==> src/rtl/trrc_pkg.sv <==
// Shared types, codes and wiring tables for the three-rotor cipher.
// No dependencies; imported by every rtl module of the block.
package trrc_pkg;

    localparam int unsigned Alpha     = 26;
    localparam int unsigned NumRotors = 3;
    localparam int unsigned LetterW   = 5;
    localparam int unsigned CfgIdxW   = 3;

    typedef logic [LetterW-1:0] t_letter;
    typedef t_letter [NumRotors-1:0] t_rotor_set;
    typedef logic [1:0] t_rotor_idx;

    // input opcodes
    localparam logic OpEncode = 1'b0;
    localparam logic OpReload = 1'b1;

    // config register indexes
    localparam logic [CfgIdxW-1:0] CfgStartOne   = 3'd0;
    localparam logic [CfgIdxW-1:0] CfgStartTwo   = 3'd1;
    localparam logic [CfgIdxW-1:0] CfgStartThree = 3'd2;
    localparam logic [CfgIdxW-1:0] CfgNotchOne   = 3'd3;
    localparam logic [CfgIdxW-1:0] CfgNotchTwo   = 3'd4;
    localparam logic [CfgIdxW-1:0] CfgNotchThree = 3'd5;

    // marks "letter not found in wiring"
    localparam t_letter NoLetter = t_letter'(Alpha);

    // element 0 is rotor one
    localparam t_rotor_set StartReset = {5'd10, 5'd23, 5'd1};
    localparam t_rotor_set PosReset   = {5'd20, 5'd8, 5'd22};
    localparam t_letter NotchOneReset = 5'd2;
    localparam t_letter NotchTwoReset = 5'd9;

    localparam t_letter WireTab [NumRotors][Alpha] = '{
        '{5'd4, 5'd10, 5'd12, 5'd5, 5'd11, 5'd6, 5'd3, 5'd16, 5'd21, 5'd25,
          5'd13, 5'd19, 5'd14, 5'd22, 5'd24, 5'd7, 5'd23, 5'd20, 5'd18,
          5'd15, 5'd0, 5'd8, 5'd1, 5'd17, 5'd2, 5'd9},
        '{5'd0, 5'd9, 5'd3, 5'd10, 5'd18, 5'd8, 5'd17, 5'd20, 5'd23, 5'd1,
          5'd11, 5'd7, 5'd22, 5'd19, 5'd12, 5'd2, 5'd16, 5'd6, 5'd25,
          5'd13, 5'd15, 5'd24, 5'd5, 5'd21, 5'd14, 5'd4},
        '{5'd1, 5'd3, 5'd5, 5'd7, 5'd9, 5'd11, 5'd2, 5'd15, 5'd17, 5'd19,
          5'd23, 5'd21, 5'd25, 5'd13, 5'd24, 5'd4, 5'd8, 5'd22, 5'd6,
          5'd0, 5'd10, 5'd12, 5'd20, 5'd18, 5'd16, 5'd14}
    };

    localparam t_letter InvTab [NumRotors][Alpha] = '{
        '{5'd20, 5'd22, 5'd24, 5'd6, 5'd0, 5'd3, 5'd5, 5'd15, 5'd21, 5'd25,
          5'd1, 5'd4, 5'd2, 5'd10, 5'd12, 5'd19, 5'd7, 5'd23, 5'd18,
          5'd11, 5'd17, 5'd8, 5'd13, 5'd16, 5'd14, 5'd9},
        '{5'd0, 5'd9, 5'd15, 5'd2, 5'd25, 5'd22, 5'd17, 5'd11, 5'd5, 5'd1,
          5'd3, 5'd10, 5'd14, 5'd19, 5'd24, 5'd20, 5'd16, 5'd6, 5'd4,
          5'd13, 5'd7, 5'd23, 5'd12, 5'd8, 5'd21, 5'd18},
        '{5'd19, 5'd0, 5'd6, 5'd1, 5'd15, 5'd2, 5'd18, 5'd3, 5'd16, 5'd4,
          5'd20, 5'd5, 5'd21, 5'd13, 5'd25, 5'd7, 5'd24, 5'd8, 5'd23,
          5'd9, 5'd22, 5'd11, 5'd17, 5'd10, 5'd14, 5'd12}
    };

    localparam t_letter ReflTab [Alpha] = '{
        5'd5, 5'd21, 5'd15, 5'd9, 5'd8, 5'd0, 5'd14, 5'd24, 5'd4, 5'd3,
        5'd17, 5'd25, 5'd23, 5'd22, 5'd6, 5'd2, 5'd19, 5'd10, 5'd20,
        5'd16, 5'd18, 5'd1, 5'd13, 5'd12, 5'd7, 5'd11
    };

    // x must be 0..25
    function automatic t_letter wire_fwd(t_rotor_idx r, t_letter x);
        return WireTab[r][x];
    endfunction

    // returns NoLetter for codes outside the alphabet
    function automatic t_letter wire_inv(t_rotor_idx r, t_letter v);
        if (v >= t_letter'(Alpha)) begin
            return NoLetter;
        end
        return InvTab[r][v];
    endfunction

    function automatic t_letter reflect(t_letter x);
        return ReflTab[x];
    endfunction

    // (a + b) mod 26, both operands 0..25
    function automatic t_letter mod_add(t_letter a, t_letter b);
        logic [LetterW:0] s;
        s = {1'b0, a} + {1'b0, b};
        if (s >= (LetterW+1)'(Alpha)) begin
            s = s - (LetterW+1)'(Alpha);
        end
        return s[LetterW-1:0];
    endfunction

    // (a - b) mod 26, both operands 0..25
    function automatic t_letter mod_sub(t_letter a, t_letter b);
        logic [LetterW:0] s;
        s = {1'b0, a} + (LetterW+1)'(Alpha) - {1'b0, b};
        if (s >= (LetterW+1)'(Alpha)) begin
            s = s - (LetterW+1)'(Alpha);
        end
        return s[LetterW-1:0];
    endfunction

endpackage

==> src/rtl/trrc_step.sv <==
// Rotor position state, config registers and stepping/reload logic.
// Depends on trrc_pkg.
module trrc_step (
    input  logic                              i_clk,
    input  logic                              i_rst_n,
    input  logic                              i_cfg_we,
    input  logic [trrc_pkg::CfgIdxW-1:0]      i_cfg_index,
    input  trrc_pkg::t_letter                 i_cfg_data,
    input  logic                              i_step,
    input  logic                              i_reload,
    output trrc_pkg::t_rotor_set              o_pos_next
);
    import trrc_pkg::*;

    t_rotor_set r_start;
    t_letter    r_notch_one;
    t_letter    r_notch_two;
    t_rotor_set r_pos;
    t_rotor_set n_pos;
    logic       carry_one;
    logic       carry_two;
    t_letter    reload_pos;

    always_ff @(posedge i_clk) begin
        if (!i_rst_n) begin
            r_start     <= StartReset;
            r_notch_one <= NotchOneReset;
            r_notch_two <= NotchTwoReset;
        end else if (i_cfg_we) begin
            unique case (i_cfg_index)
                CfgStartOne:   r_start[0]  <= i_cfg_data;
                CfgStartTwo:   r_start[1]  <= i_cfg_data;
                CfgStartThree: r_start[2]  <= i_cfg_data;
                CfgNotchOne:   r_notch_one <= i_cfg_data;
                CfgNotchTwo:   r_notch_two <= i_cfg_data;
                default: begin
                    // rotor three notch has no effect; unknown indexes ignored
                end
            endcase
        end
    end

    // carry is judged on positions before the step
    assign carry_one = (wire_fwd(2'd0, r_pos[0]) == r_notch_one);
    assign carry_two = carry_one && (wire_fwd(2'd1, r_pos[1]) == r_notch_two);

    always_comb begin
        n_pos      = r_pos;
        reload_pos = NoLetter;
        if (i_reload) begin
            for (int r = 0; r < NumRotors; r++) begin
                reload_pos = wire_inv(t_rotor_idx'(r), r_start[r]);
                if (reload_pos != NoLetter) begin
                    n_pos[r] = reload_pos;
                end
            end
        end else if (i_step) begin
            n_pos[0] = mod_add(r_pos[0], t_letter'(1));
            if (carry_one) begin
                n_pos[1] = mod_add(r_pos[1], t_letter'(1));
            end
            if (carry_two) begin
                n_pos[2] = mod_add(r_pos[2], t_letter'(1));
            end
        end
    end

    always_ff @(posedge i_clk) begin
        if (!i_rst_n) begin
            r_pos <= PosReset;
        end else begin
            r_pos <= n_pos;
        end
    end

    assign o_pos_next = n_pos;

endmodule

==> src/rtl/trrc_subst.sv <==
// Substitution path: three rotors forward, reflector, three rotors back.
// Depends on trrc_pkg.
module trrc_subst (
    input  trrc_pkg::t_letter    i_letter,
    input  trrc_pkg::t_rotor_set i_pos,
    output trrc_pkg::t_letter    o_letter
);
    import trrc_pkg::*;

    t_letter x;

    always_comb begin
        x = i_letter;
        for (int r = 0; r < NumRotors; r++) begin
            x = wire_fwd(t_rotor_idx'(r), mod_add(x, i_pos[r]));
        end
        x = reflect(x);
        for (int r = NumRotors - 1; r >= 0; r--) begin
            x = mod_sub(wire_inv(t_rotor_idx'(r), x), i_pos[r]);
        end
    end

    assign o_letter = x;

endmodule

==> src/rtl/three_rotor_reflector_cipher_top.sv <==
// Top level of the three-rotor reflector cipher.
// Depends on trrc_pkg, trrc_step and trrc_subst.

// Three-rotor substitution cipher with fixed reflector on letters A=0..Z=25.
// One transaction per clock is accepted and one result per clock delivered
// while the output is not stalled; an encode transaction's result passes
// through the stage-1 and output registers (stepping happens at acceptance,
// the seven table lookups of the substitution sit between the stage-1
// register and the output register). A reload transaction (opcode 1) moves
// each rotor to the place of its start letter and returns nothing; an encode
// of a code 26..31 returns nothing and leaves the rotors alone. Input stall
// is raised only when both the stage-1 and output registers are full and
// the output is stalled. Config registers (index 0..2 start letters, 3..5
// notch letters) may only be written while no transaction is in flight.
module three_rotor_reflector_cipher_top (
    input  logic                              i_clk,
    input  logic                              i_rst_n,
    // config write port
    input  logic                              i_cfg_we,
    input  logic [trrc_pkg::CfgIdxW-1:0]      i_cfg_index,
    input  trrc_pkg::t_letter                 i_cfg_data,
    // input channel
    input  logic                              i_in_valid,
    output logic                              o_in_stall,
    input  logic                              i_opcode,
    input  trrc_pkg::t_letter                 i_letter,
    // output channel
    output logic                              o_out_valid,
    input  logic                              i_out_stall,
    output trrc_pkg::t_letter                 o_cipher_letter
);
    import trrc_pkg::*;

    logic       in_accept;
    logic       do_step;
    logic       do_reload;
    logic       out_ready;
    logic       s1_ready;
    t_rotor_set pos_next;
    t_letter    subst_letter;

    // stage 1: letter plus the positions it is ciphered under
    logic       r_s1_vld;
    logic       n_s1_vld;
    t_letter    r_s1_letter;
    t_rotor_set r_s1_pos;

    // output register
    logic       r_out_vld;
    logic       n_out_vld;
    t_letter    r_out_letter;

    // handshake: each stage moves when the one after it can take data
    assign out_ready  = !r_out_vld || !i_out_stall;
    assign s1_ready   = !r_s1_vld || out_ready;
    assign o_in_stall = !s1_ready;
    assign in_accept  = i_in_valid && s1_ready;

    // only in-range encodes step the rotors and produce a result
    assign do_step   = in_accept && (i_opcode == OpEncode) &&
                       (i_letter < t_letter'(Alpha));
    assign do_reload = in_accept && (i_opcode == OpReload);

    trrc_step u_step (
        .i_clk       (i_clk),
        .i_rst_n     (i_rst_n),
        .i_cfg_we    (i_cfg_we),
        .i_cfg_index (i_cfg_index),
        .i_cfg_data  (i_cfg_data),
        .i_step      (do_step),
        .i_reload    (do_reload),
        .o_pos_next  (pos_next)
    );

    trrc_subst u_subst (
        .i_letter (r_s1_letter),
        .i_pos    (r_s1_pos),
        .o_letter (subst_letter)
    );

    always_comb begin
        n_s1_vld  = r_s1_vld;
        n_out_vld = r_out_vld;
        if (s1_ready) begin
            n_s1_vld = do_step;
        end
        if (out_ready) begin
            n_out_vld = r_s1_vld;
        end
    end

    always_ff @(posedge i_clk) begin
        if (!i_rst_n) begin
            r_s1_vld  <= 1'b0;
            r_out_vld <= 1'b0;
        end else begin
            r_s1_vld  <= n_s1_vld;
            r_out_vld <= n_out_vld;
        end
    end

    // payload, no reset
    always_ff @(posedge i_clk) begin
        if (do_step) begin
            r_s1_letter <= i_letter;
            r_s1_pos    <= pos_next;
        end
        if (out_ready && r_s1_vld) begin
            r_out_letter <= subst_letter;
        end
    end

    assign o_out_valid     = r_out_vld;
    assign o_cipher_letter = r_out_letter;

endmodule

==> config.mk <==
export PLATFORM = sky130hd
export DESIGN_NAME = three_rotor_reflector_cipher_top
export DESIGN_NICKNAME = d
export VERILOG_FILES = /design/src/rtl/trrc_pkg.sv /design/src/rtl/trrc_step.sv /design/src/rtl/trrc_subst.sv /design/src/rtl/three_rotor_reflector_cipher_top.sv
export SDC_FILE = /design/constraint.sdc
export NUM_CORES = 1
export LEC_CHECK = 0
export BUFFER_PORTS_ARGS = -buffer_cell sky130_fd_sc_hd__buf_2
export CORE_MARGIN = 2
export CORE_UTILIZATION = 40
export CTS_BUF_LIST = sky130_fd_sc_hd__clkbuf_8
export CTS_CLUSTER_DIAMETER = 60
export CTS_CLUSTER_SIZE = 24
export DETAILED_ROUTE_END_ITERATION = 6
export SETUP_SLACK_MARGIN = 0.2
export SLEW_MARGIN = 0
export SYNTH_ARGS = -nofsm -noshare
export SYNTH_HDL_FRONTEND = slang
export SYNTH_SLANG_ARGS = --single-unit
==> constraint.sdc <==
create_clock -name i_clk -period 23.1 [get_ports i_clk]
set_clock_uncertainty 0.2 [all_clocks]
set_input_delay 4.62 -clock i_clk [delete_from_list [all_inputs] [get_ports i_clk]]
set_output_delay 4.62 -clock i_clk [all_outputs]
set_load 0.05 [all_outputs]
After elaboration in Yosys (flattened, before gate mapping)
Memories as Yosys holds them, arrays and structs flattened.
Cells that the tools add are included.
{"block": "word_totals", "regBits": 67, "romBits": 1920, "memories": 12}
{"memory": "(no name shown)", "depth": 32, "word_bits": 5, "read_ports": 1, "rd_ports_with_merged_regs": 0, "write_ports": 0, "line": "trrc_pkg.sv:67", "rtl": "return WireTab[r][x];"}
{"memory": "(no name shown)", "depth": 32, "word_bits": 5, "read_ports": 1, "rd_ports_with_merged_regs": 0, "write_ports": 0, "line": "trrc_pkg.sv:75", "rtl": "return InvTab[r][v];"}
{"memory": "(no name shown)", "depth": 32, "word_bits": 5, "read_ports": 1, "rd_ports_with_merged_regs": 0, "write_ports": 0, "line": "trrc_pkg.sv:75"}
{"memory": "(no name shown)", "depth": 32, "word_bits": 5, "read_ports": 1, "rd_ports_with_merged_regs": 0, "write_ports": 0, "line": "trrc_pkg.sv:75"}
{"memory": "(no name shown)", "depth": 32, "word_bits": 5, "read_ports": 1, "rd_ports_with_merged_regs": 0, "write_ports": 0, "line": "trrc_pkg.sv:67"}
{"memory": "(no name shown)", "depth": 32, "word_bits": 5, "read_ports": 1, "rd_ports_with_merged_regs": 0, "write_ports": 0, "line": "trrc_pkg.sv:67"}
{"memory": "+6 memories"}
{"block": "classes", "addsub": 21, "n_lt_le_gt_ge": 28, "n_eq_ne": 9, "n_mux": 64, "bitwise": 13, "reduce_logical": 18}
{"operator": "$mux W5", "count": 53}
{"operator": "$ge A6 B6 Y1 const B", "count": 12}
{"operator": "$not A5 Y6", "count": 12}
{"operator": "$ge A6 B5 Y1 const B", "count": 9}
{"operator": "$sub A5 B5 Y5 const B", "count": 9}
{"operator": "$ge A5 B5 Y1 const B", "count": 6}
{"operator": "$mux W15", "count": 2}
{"operator": "$add A5 B1 Y6 const B", "count": 3}
{"operator": "$add A5 B5 Y6", "count": 3}
{"operator": "$add A5 B5 Y6 const B", "count": 3}
{"operator": "$sub A6 B5 Y6", "count": 3}
{"operator": "$ne A5 B5 Y1 const B", "count": 3}
{"operator": "$eq A5 B5 Y1", "count": 2}
{"operator": "$reduce_and A2 Y1", "count": 5}
{"operator": "$mux W1", "count": 9}
{"operator": "$eq A3 B2 Y1 const B", "count": 2}
{"operator": "$logic_and A1 B1 Y1", "count": 6}
{"operator": "$lt A5 B5 Y1 const B", "count": 1}
{"operator": "$logic_not A1 Y1", "count": 4}
{"operator": "$eq A3 B1 Y1 const B", "count": 1}
{"operator": "$eq A3 B3 Y1 const B", "count": 1}
{"operator": "$logic_not A3 Y1", "count": 1}
{"operator": "$logic_or A1 B1 Y1", "count": 2}
{"operator": "$not A1 Y1", "count": 1}

Longest topological paths before layout
{"block": "logic_depth", "ltp_word": 52, "depth_mapped": 96}

Hierarchy
From an unflattened synthesis, not the netlist that was laid out.
{"block": "hier_totals", "cells_unflattened": 1156, "area_unflattened_um2": 9347.7}
{"mod": "trrc_step", "n_inst": 1, "cells_each": 543, "area_per_inst_um2": 4235.3}
{"mod": "trrc_subst", "n_inst": 1, "cells_each": 576, "area_per_inst_um2": 4234.1}
{"mod": "three_rotor_reflector_cipher_top", "n_inst": 1, "cells_each": 37, "area_per_inst_um2": 878.3}

Least setup slack after synthesis
Ideal clock, no wire load.
{"block": "synth_path", "path_type": "reg-to-reg", "start": "reg r_s1_pos[0] (netlist bit)", "end": "reg r_out_letter[3], in the netlist o_cipher_letter[3], data pin", "arrival_time_ns": 16.560, "t_required_ns": 22.638, "path_slack_ns": 6.078, "stages_incl_launch_ff": 95, "cell_sequence": "edfxtp_1 > ha_1 > fa_1 > a21o_1 > a21oi_1 > xnor2_1 > nand2_1 > o21ai_0 > nor2_1 > a21oi_1 > ha_1 > mux2_2 > a21oi_1 > o22ai_1 > a21oi_1 > ha_1 > inv_1 > fa_1 > [59 not listed] > a21oi_1 > a21oi_1 > xnor2_1 > inv_1 > ha_1 > o21ai_0 > nand2_1 > o21ai_0 > a21oi_1 > ha_1 > ha_1 > a21o_1 > a21oi_1 > xor2_1 > inv_1 > a21oi_1 > nor2_1 > xnor2_1"}
{"block": "synth_via", "elab_chain_cells": 52}
{"item": "from (decl)", "line": "three_rotor_reflector_cipher_top.sv:46", "rtl": "t_rotor_set r_s1_pos;"}
{"item": "from (signal assigned)", "line": "three_rotor_reflector_cipher_top.sv:106", "rtl": "r_s1_pos <= pos_next;"}
{"item": "$add A5 B5 Y6", "line": "trrc_pkg.sv:85", "rtl": "s = {1'b0, a} + {1'b0, b};"}
{"item": "$sub A5 B5 Y5 or $ge A6 B5 Y1 (tied branches)", "line": "trrc_pkg.sv:87, trrc_pkg.sv:86"}
{"item": "$mux W5", "line": "trrc_pkg.sv:86", "rtl": "if (s >= (LetterW+1)'(Alpha)) begin"}
{"item": "$not A5 Y6 (implied by the code)", "line": "trrc_pkg.sv:67"}
{"item": "$mem_v2 Z32 W5"}
{"item": "$mux W5 (implied by the code) (2 in series)", "line": "trrc_pkg.sv:67"}
{"item": "$add A5 B5 Y6", "line": "trrc_pkg.sv:85"}
{"item": "$sub A5 B5 Y5 or $ge A6 B5 Y1 (tied branches)", "line": "trrc_pkg.sv:87, trrc_pkg.sv:86"}
{"item": "[35 not listed]"}
{"item": "$mem_v2 Z32 W5"}
{"item": "$mux W5 (implied by the code) (2 in series)", "line": "trrc_pkg.sv:75"}
{"item": "$mux W5", "line": "trrc_pkg.sv:75"}
{"item": "$add A5 B5 Y6", "line": "trrc_pkg.sv:95", "rtl": "s = {1'b0, a} + (LetterW+1)'(Alpha) - {1'b0, b};"}
{"item": "$sub A6 B5 Y6 *", "line": "trrc_pkg.sv:95"}
{"item": "$sub A5 B5 Y5 or $ge A6 B5 Y1 (tied branches)", "line": "trrc_pkg.sv:97, trrc_pkg.sv:96"}
{"item": "$mux W5 *", "line": "trrc_pkg.sv:96", "rtl": "if (s >= (LetterW+1)'(Alpha)) begin"}
{"item": "via subst_letter[3]", "line": "three_rotor_reflector_cipher_top.sv:40", "rtl": "t_letter subst_letter;"}
{"item": "to (signal assigned)", "line": "three_rotor_reflector_cipher_top.sv:109", "rtl": "r_out_letter <= subst_letter;"}
{"item": "to (decl)", "line": "three_rotor_reflector_cipher_top.sv:51", "rtl": "t_letter r_out_letter;"}
Mark *: on every way through the listed nets, which the timed path passes. The rest lies on a longest branch. The select of a mux whose other input is x is not followed.
A chain may end at the register's enable or synchronous reset.

Worst setup path in the final report
Ends and elaborated chain as after synthesis.

==> insert_results.sql <==
INSERT INTO impl_metrics (metric_group, metric, value, unit) VALUES
('sta', 'final_critical_path_share_of_the_clock_period', '0.828', ''),
('setup_path', 'critPathLaunchType', 'register', ''),
('floorplanning', 'area_of_the_die', '0.0232', 'sq mm'),
('sta', 'fin_tns_setup', '0', 'ps'),
('place', 'instance_area_at_placement', '0.00910', 'sq mm'),
('setup_path', 'startpoint_to_endpoint_class_of_the_critical_path', 'reg -> reg', ''),
('outcome', 'run_status', 'complete, no violations', ''),
('global_routing', 'grt_use_total', '0.160', ''),
('cts', 'numClockSinks', '67', ''),
('setup_path', 'cpLargestDelayFamily', 'compound AO/OA/AOI/OAI gates', ''),
('sta', 'maxSlewViolCount', '0', ''),
('sta', 'report.final.hold_viol_count', '0', ''),
('drt', 'drtIter0Drc', '452', ''),
('final_layout', 'mostFrequentLayoutCell', 'ha_1', ''),
('sta', 'max_slew_margin', '0.236', ''),
('floorplanning', 'placementRows', '54', ''),
('yosys', 'synth.yosys.seq_area_share', '0.181', ''),
('yosys', 'yosys.area_share.xor_xnor', '0.0573', ''),
('sta', 'clock.fmax', '0.0523', 'GHz'),
('yosys', 'post_synth_mux_area_share', '0.0802', ''),
('yosys', 'synth-simple-area-share', '0.184', ''),
('yosys', 'syn_avg_cell_area', '7.94', 'sq um'),
('yosys', 'synth_top_family_by_area', 'compound AO/OA/AOI/OAI gates', ''),
('drt', 'wire_per_inst', '13.7', 'um'),
('global_routing', 'number_of_global_route_vias_before_repair', '6813', ''),
('yosys', 'syn_area', '0.00882', 'sq mm'),
('place', 'portBuffers', '25', ''),
('sta', 'period_needed', '19130', 'ps'),
('final_layout', 'postLayoutCellArea', '0.00931', 'sq mm'),
('cts', 'cts-hold-fix-buffers', '0', ''),
('global_routing', 'grt_first_pass_wirelength', '32.3', 'mm'),
('place', 'post-dp-hpwl', '14.4', 'mm'),
('drt', 'viasPerCell', '5.49', ''),
('setup_path', 'reg2regPathDepth', '86', ''),
('cts', 'cts_buffer_depth', '2', ''),
('cts', 'cts.repair.resized', '0', ''),
('setup_path', 'crit_path_top_delay_cell', 'xnor2_1', ''),
('final_layout', 'final_layout_size_suffix_gt1_frac', '0.0886', ''),
('yosys', 'synthesis.instances', '1110', ''),
('yosys', 'synth_area_leaders', 'ha_1, dfxtp_1, edfxtp_1', ''),
('yosys', 'netlist.top_cell.by_area', 'ha_1', ''),
('yosys', 'synth_top_area_frac', '0.175', ''),
('drt', 'final_antenna_violating_net_count', '0', ''),
('final_layout', 'num_antenna_cells', '0', ''),
('drt', 'routed_wirelength', '18.9', 'mm'),
('final_layout', 'nNetsFinal', '1249', ''),
('floorplanning', 'core_region_area', '0.0218', 'sq mm'),
('global_routing', 'grt_max_degree', '24', ''),
('drt', 'drt_first_pass_iters', '5', ''),
('yosys', 'synthesis.nets', '1258', ''),
('sta', 'finalSetupViolations', '0', ''),
('cts', 'clock_tree.root_cell', 'clkbuf_8', ''),
('yosys', 'ys_ff_latch', '67', ''),
('yosys', 'synth-warning-count', '0', ''),
('cts', 'cts_setup_buffers', '0', ''),
('setup_path', 'slowest_delay', '800', 'ps'),
('drt', 'number_of_remaining_drc_errors', '0', ''),
('yosys', 'synth_async_sr_flop_share', '0', ''),
('yosys', 'synth_enable_flop_cells', '25', ''),
('setup_path', 'cp.depth', '86', ''),
('global_routing', 'overflow', '0', ''),
('drt', 'dr_total_vias', '7605', ''),
('yosys', 'yosys_most_used_dff', 'dfxtp_1', ''),
('sta', 'rsz0062_at_grt', 'false', ''),
('floorplanning', 'fp.dieW', '152', 'um'),
('floorplanning', 'design.portCount', '26', ''),
('hold_path', 'worstHoldPathCells', '2', ''),
('global_routing', 'number_of_antenna_violations_at_the_first_check_in_global_routing', '0', ''),
('floorplanning', 'starting_utilization_of_the_core_area', '0.405', ''),
('final_layout', 'area_growth', '5.55', '%'),
('setup_path', 'cp_num_buf_inv', '9', '');
==> state kept, by name, summed over array words and instances, names as in the netlist <==
signal / count
r_s1_letter: 5
r_s1_vld: 1
u_step.r_notch_one: 5
o_out_valid: 1
u_step.r_pos: 15
o_cipher_letter: 5
r_s1_pos: 15
u_step.r_notch_two: 5
u_step.r_start: 15
==> worst reg2reg max path: cells and delay by family, from the launching register on <==
kind	cells	cell delay, ps
flops	1	400
buf+inv	9	670
xor+xnor	8	2860
fa+ha+maj	17	4930
simple gates	17	2810
compound gates	32	6080
mux	3	950
==> logic make-up (layout without fill, tap and decap cells) <==
kind of cell	after synthesis	in the layout
buffers and inverters	134	130
DFF	67	67
adders and majority gates	129	129
and+or+nand+nor	339	339
AOI/OAI and AO/OA	323	323
xor gates and xnor gates	56	56
muxes	62	62
==> through the flow <==
step,setup slack (ps),instances,utilization,hold slack [ps]
finish,3970,1386,0.428,295
global route,2210,1386,0.428,332
CTS,4080,1386,0.428,298
detailed placement,4130,1370,0.418,280
global placement,4600,1370,0.418,275
floorplan,6080,1110,-,253
==> cell usage after synthesis, types with 3 or more instances <==
cell type / count
xnor2_1: 40
a21oi_1: 84
a22o_1: 3
nand2b_1: 15
nand2_1: 86
a211oi_1: 18
dfxtp_1: 42
mux2_2: 12
a22oi_1: 4
o311ai_0: 7
o22ai_1: 14
o221ai_1: 9
a31oi_1: 6
ha_1: 123
a21oi_2: 3
a311oi_1: 3
fa_1: 6
buf_6: 4
mux4_2: 5
nand3_1: 36
and2_1: 13
o211ai_1: 11
clkbuf_1: 41
nor3_1: 23
a32oi_1: 3
o21a_1: 3
nand3b_1: 5
or3_1: 4
xor2_1: 14
o31ai_1: 3
nor2b_1: 20
mux2i_1: 43
nor2_1: 106
a221oi_1: 7
a21o_1: 23
o21ai_1: 4
a32o_1: 3
inv_1: 84
and3_1: 6
o211a_1: 3
o21ai_0: 73
a211o_1: 5
edfxtp_1: 25
==> path summary, 6_finish.rpt <==
check,startpoint,endpoint,slack (ps)
max reg2reg,r_s1_pos[0],o_cipher_letter[3],3970
min reg2reg,r_s1_vld,o_out_valid,290
max,r_s1_pos[0],o_cipher_letter[3],3970
min,r_s1_vld,o_out_valid,290
==> layer usage <==
| metal | share of wire | wire length (um) | track usage |
|---|---|---|---|
| met1 | 0.51 | 9650 | 0.225 |
| met2 | 0.46 | 8650 | 0.265 |
| met3 | 0.023 | 443 | 0.0171 |
| met4 | 0.0096 | 182 | 0.0366 |
| met5 | 0 | 0 | 0 |
==> final cells by class <==
class	count	area, sq um
repair buffers	28	148
fillers	2222	12500
clock buffers	9	124
well taps	280	350
flip-flops and latches	67	1590
clock inverters	7	83.8
inverters	86	325
multi-input cells	909	6680
Power is not shown: default switching activity piles up to over one toggle a cycle in this logic, so the estimate is an artifact.
